$ cat src/hw/rtl/dntbl_pkg.sv
// Shared types, codes and helpers for the directory name table.
package dntbl_pkg;

   localparam int NAME_W      = 256;
   localparam int NODE_IDX_W  = 16;
   localparam int CSR_W       = 7;
   localparam logic [CSR_W-1:0] CSR_RESET = 7'd64;

   typedef enum logic [1:0] {
      MODE_ADD    = 2'd0,
      MODE_REMOVE = 2'd1,
      MODE_LOOKUP = 2'd2,
      MODE_NONE   = 2'd3
   } mode_type;

   typedef enum logic [1:0] {
      ST_OK        = 2'd0,
      ST_EXISTS    = 2'd1,
      ST_NOT_FOUND = 2'd2,
      ST_FULL      = 2'd3
   } status_type;

   typedef struct packed {
      mode_type                mode;
      logic [63:0]             name_word0;
      logic [63:0]             name_word1;
      logic [63:0]             name_word2;
      logic [63:0]             name_word3;
      logic [NODE_IDX_W-1:0]   node_index;
   } req_item_type;

   typedef struct packed {
      status_type              status;
      logic [NODE_IDX_W-1:0]   found_index;
   } rsp_item_type;

   // Commands from the controller to the datapath
   typedef struct packed {
      logic clear_wr;
      logic load;
      logic scan_rd;
      logic finish;
   } cmd_type;

   // Status from the datapath to the controller
   typedef struct packed {
      logic clear_last;
      logic scan_last;
      logic cnt_zero;
   } stat_type;

   // Zero every byte after the first zero byte of the name
   function automatic logic [NAME_W-1:0] canon_name(input logic [NAME_W-1:0] raw);
      logic [NAME_W-1:0] res;
      logic              keep;
      res  = '0;
      keep = 1'b1;
      for (int b = 0; b < NAME_W / 8; b++) begin
         res[b*8 +: 8] = keep ? raw[b*8 +: 8] : 8'd0;
         keep          = keep & (raw[b*8 +: 8] != 8'd0);
      end
      return res;
   endfunction

endpackage

$ cat src/hw/rtl/dntbl_ctrl.sv
// Controller state machine: clearing pass, scan sequencing and commit.
module dntbl_ctrl (
   input  logic               clock,
   input  logic               reset,
   input  logic               start,
   output logic               busy,
   input  dntbl_pkg::stat_type stat,
   output dntbl_pkg::cmd_type  cmd
);
   import dntbl_pkg::*;

   typedef enum logic [4:0] {
      S_CLEAR  = 5'b00001,
      S_IDLE   = 5'b00010,
      S_SCAN   = 5'b00100,
      S_DRAIN  = 5'b01000,
      S_FINISH = 5'b10000
   } state_type;

   state_type state_ff, state_in;

   // Next state and commands
   always_comb begin
      state_in = state_ff;
      cmd      = '0;
      unique case (state_ff)
         S_CLEAR: begin
            cmd.clear_wr = 1'b1;
            if (stat.clear_last) state_in = S_IDLE;
         end
         S_IDLE: begin
            if (start) begin
               cmd.load = 1'b1;
               state_in = stat.cnt_zero ? S_FINISH : S_SCAN;
            end
         end
         S_SCAN: begin
            cmd.scan_rd = 1'b1;
            if (stat.scan_last) state_in = S_DRAIN;
         end
         S_DRAIN: begin
            state_in = S_FINISH;
         end
         S_FINISH: begin
            cmd.finish = 1'b1;
            state_in   = S_IDLE;
         end
         default: begin
            state_in = S_CLEAR;
         end
      endcase
   end

   always_ff @(posedge clock) begin
      if (reset) state_ff <= S_CLEAR;
      else       state_ff <= state_in;
   end

   assign busy = (state_ff != S_IDLE);

`ifndef NO_ASSERTIONS
   // A scan always ends with a drain and then a commit
   a_drain_then_finish: assert property (@(posedge clock) disable iff (reset)
      (state_ff == S_DRAIN) |=> (state_ff == S_FINISH))
      else $error("drain not followed by finish");
   // Only one command at a time
   a_cmd_onehot: assert property (@(posedge clock) disable iff (reset)
      $onehot0(cmd))
      else $error("more than one command");
`endif

endmodule

$ cat config.mk
export PLATFORM = sky130hd
export DESIGN_NAME = dntbl_ctrl
export DESIGN_NICKNAME = d
export VERILOG_FILES = /design/src/hw/rtl/dntbl_pkg.sv /design/src/hw/rtl/dntbl_ctrl.sv
export SDC_FILE = /design/constraint.sdc
export NUM_CORES = 1
export LEC_CHECK = 0
export BUFFER_PORTS_ARGS = -buffer_cell sky130_fd_sc_hd__clkbuf_2
export CAP_MARGIN = 20
export CORE_AREA = 2 2 39 41
export CTS_CLUSTER_SIZE = 28
export DETAILED_ROUTE_END_ITERATION = 10
export DIE_AREA = 0 0 41 43
export MAX_ROUTING_LAYER = met4
export SLEW_MARGIN = 10
export SYNTH_ARGS = -nofsm -noshare
export SYNTH_HDL_FRONTEND = slang
export SYNTH_SLANG_ARGS = --single-unit
$ cat constraint.sdc
create_clock -name clock -period 1.74 [get_ports clock]
set_clock_uncertainty 0.15 [all_clocks]
set_input_delay 0.087 -clock clock [delete_from_list [all_inputs] [get_ports clock]]
set_output_delay 0.087 -clock clock [all_outputs]
set_load 0.05 [all_outputs]
==> run summary <==
Status -> finished, violations left
Failing checks -> DRC, setup timing
Largest net degree at the start of global routing -> 9
First-pass GRT wire length -> 1460 um
Final hold vios -> 0
FMAX -> 573 MHz
Mapped Area -> 304 um^2
Hold EP -> state_ff[4]
Warnings, synthesis -> 0
Max FFs per register -> 5
Antenna violations before repair -> 0
XOR/XNOR Fraction of Synth Area -> 2.88%
Adder-Cell Fraction of Synth Area -> 0%
Worst rel slew slack -> 67.6%
Cell count of the worst reg-to-reg path -> 4
Clock tree buffer depth -> 2
Die W -> 41 um
GPL Wtd Cong -> 0.753
Drt first pass iters -> 7
Fin worst setup slack -> -0.00479 ns
Synthesis-to-finish area growth -> 60.9%
DP Cell Count -> 64
Core area -> 1380 um^2
Drt drc -> 1
Register area -> 103 um^2
Row count -> 14
Hpwl dp -> 626 um
Critical path arrival -> 1.51 ns
Pin slew with the least headroom to its limit -> 0.481 ns
Filler cell count -> 147
Input/output buffers -> 10
Post-Syn Nets -> 43
Min-delay src -> stat[0]
Final slew viol count -> 0
Initial core utilization -> 22.0%
Post-synthesis sequential area ratio -> 32.9%
Ports -> 11
R2R Path End -> state_ff[1]
Total power -> 466 uW
Period Utilization, post-route -> 100%
H-tree depth -> 1
Fin nets -> 64
Overflow left after global routing -> 0
Post-route cell area -> 489 um^2
Initial drt markers -> 9
Routed WL -> 908 um
R2r startpoint -> state_ff[4]
Crit end category -> primary output
Synth cell types -> 22
Simple-Gate Fraction of Synth Area -> 35.0%
Post-route non-filler standard cell count -> 73
Via count -> 344
Total global-route track usage -> 13.0%
WS Path Type -> flip-flop to primary output
CTS sink cnt -> 5
Num CTS Buffers -> 3
Critical path fanouts, max -> 2
Antenna fix cells -> 0
Clock root cell -> clkbuf_4
Via-to-Cell Ratio -> 4.71
Flops & latches, synth -> 5
CP required -> 1.50 ns
Largest family of logic cells by synthesized area -> simple AND/OR/NAND/NOR gates
Most flop-heavy register -> state_ff
# setup viols final -> 1
Share of cells above drive strength 1 -> 42.1%
Die footprint -> 1760 um^2
Portion of netlist area occupied by mux cells -> 0%
Final min period -> 1.74 ns
Peak supply drop -> 0.000251 V
Placed Area -> 385 um^2
Crit path launch -> state_ff[4]
Worst skew pair latency -> 0.24 ns
Vias in the first global route -> 350
PD cells -> 952 nW/um^2
RSZ-0062 raised after global routing -> yes
Syn avg cell area -> 8.22 um^2
Routed Antenna Nets -> 0
Post-synthesis compound-gate area fraction -> 21.8%
Gate Count Post-Synth -> 37
WHS Path Cells -> 3
Clk slew on worst S/H paths -> 0.04 ns
Die height -> 43 um
CTS tree -> yes
Routed WL per cell -> 12.4 um
Startpoint types -> flip-flop
Top flop regs -> state_ff x5
Area of the multi-input gates -> 191 um^2
Max Cap Violations -> 0
Pleak -> 0.238 nW
R2R setup slack -> 0.05 ns
Hold WC Path Type -> input port to flip-flop
## cells by family after synthesis
logic type,after synthesis
xor+xnor,1
compound gates,7
simple gates,18
buf+inv,6
flops,5
## synthesized netlist by cell type
cell       count  area share (%)
nor2_1         4             4.9
a31o_1         1             2.9
nor3b_1        2             4.9
nor2b_1        1             2.1
or3_1          1             2.1
nand2_1        2             2.5
o21bai_1       1             2.5
and4_1         1             2.9
xor2_1         1             2.9
a2111oi_0      2             5.8
and3_1         1             2.1
inv_1          5             6.2
o2bb2ai_1      1             2.9
nand3_1        1             1.6
nor3_1         2             3.3
clkbuf_1       1             1.2
or3b_4         1             3.7
nand2b_1       1             2.1
nand4b_1       1             2.9
o41ai_2        1             5.4
dfxtp_1        5              33
a22oi_1        1             2.5
## where the power goes
group | total (mW) | switching, mW | leakage, nW | internal [mW]
combinational | 0.199 | 0.0982 | 0.182 | 0.101
sequential | 0.132 | 0.00567 | 0.0410 | 0.126
clock | 0.135 | 0.0487 | 0.0150 | 0.0868
## cell type report
cell class	count	share of cell area (%)
multi-input cells	26	39.1
repair buffers	17	26.6
flip-flops and latches	5	21.0
clock buffers	4	5.37
well taps	16	4.09
inverters	5	3.84
## stage by stage
step | utilization, % | setup TNS, ns | worst slack (ns) | hold slack, ns
after floorplan | - | 0 | 0.107 | 0.0779
after global placement | 27.8 | 0 | 0.105 | 0.181
after detailed placement | 27.8 | 0 | 0.0584 | 0.184
after CTS | 35.0 | -0.00709 | -0.00709 | 0.00951
after global routing | 35.4 | -0.0948 | -0.0478 | 0.0212
final | 35.4 | -0.00479 | -0.00479 | 0.00799
## placed cells by master, fill, tap and decap left out, drive strengths merged
| cell | synthesis | routed |
|---|---|---|
| inv | 5 | 5 |
| o2bb2ai | 1 | 1 |
| nand4b | 1 | 1 |
| a31o | 1 | 1 |
| nand2b | 1 | 1 |
| a22oi | 1 | 1 |
| a2111oi | 2 | 2 |
| buf | 0 | 4 |
| xor2 | 1 | 1 |
| o41ai | 1 | 1 |
| nor3b | 2 | 2 |
| o21bai | 1 | 1 |
| dfxtp | 5 | 5 |
| nor2 | 4 | 4 |
| or3 | 1 | 1 |
| nor3 | 2 | 2 |
| and3 | 1 | 1 |
| dlygate4sd3 | 0 | 3 |
| nor2b | 1 | 1 |
| nand2 | 2 | 2 |
| or3b | 1 | 1 |
| nand3 | 1 | 1 |
| and4 | 1 | 1 |
| clkbuf | 1 | 14 |
## critical path, stage by stage, from the launching register on
cell       delay (ns)
dfxtp_2          0.32
or3b_4           0.39
or3_4            0.34
inv_2            0.07
clkbuf_16        0.15
## what timing repair did
| action | 4_1_cts | 5_1_grt |
|---|---|---|
| endpoints found under the setup margin | 1 | 2 |
| setup buffers | 2 | 0 |
| hold endpoints to repair | 2 | 0 |
| hold buffers | 3 | 0 |
| pin swaps | 1 | 0 |
| gates resized for setup | 7 | 1 |
## how the worst max path moves through the flow
stage | to | slack (ns) | cells after the start
finish | cmd[3] | -0.005 | 4
global route | cmd[1] | -0.05 | 4
CTS | cmd[3] | -0.007 | 4
detailed placement | cmd[3] | 0.06 | 4
global placement | cmd[3] | 0.11 | 4
floorplan | cmd[3] | 0.11 | 3
## routing by layer
layer | part of all wire (%) | wire, um | vias up | global-route usage (%)
li1 | - | - | 174 | -
met1 | 46 | 416 | 161 | 14.1
met2 | 51 | 462 | 7 | 19.4
met3 | 2.2 | 20 | 2 | 4.71
met4 | 0.88 | 8 | 0 | 8.00
met5 | 0 | 0 | - | -
(Power assumes the default switching activity.)
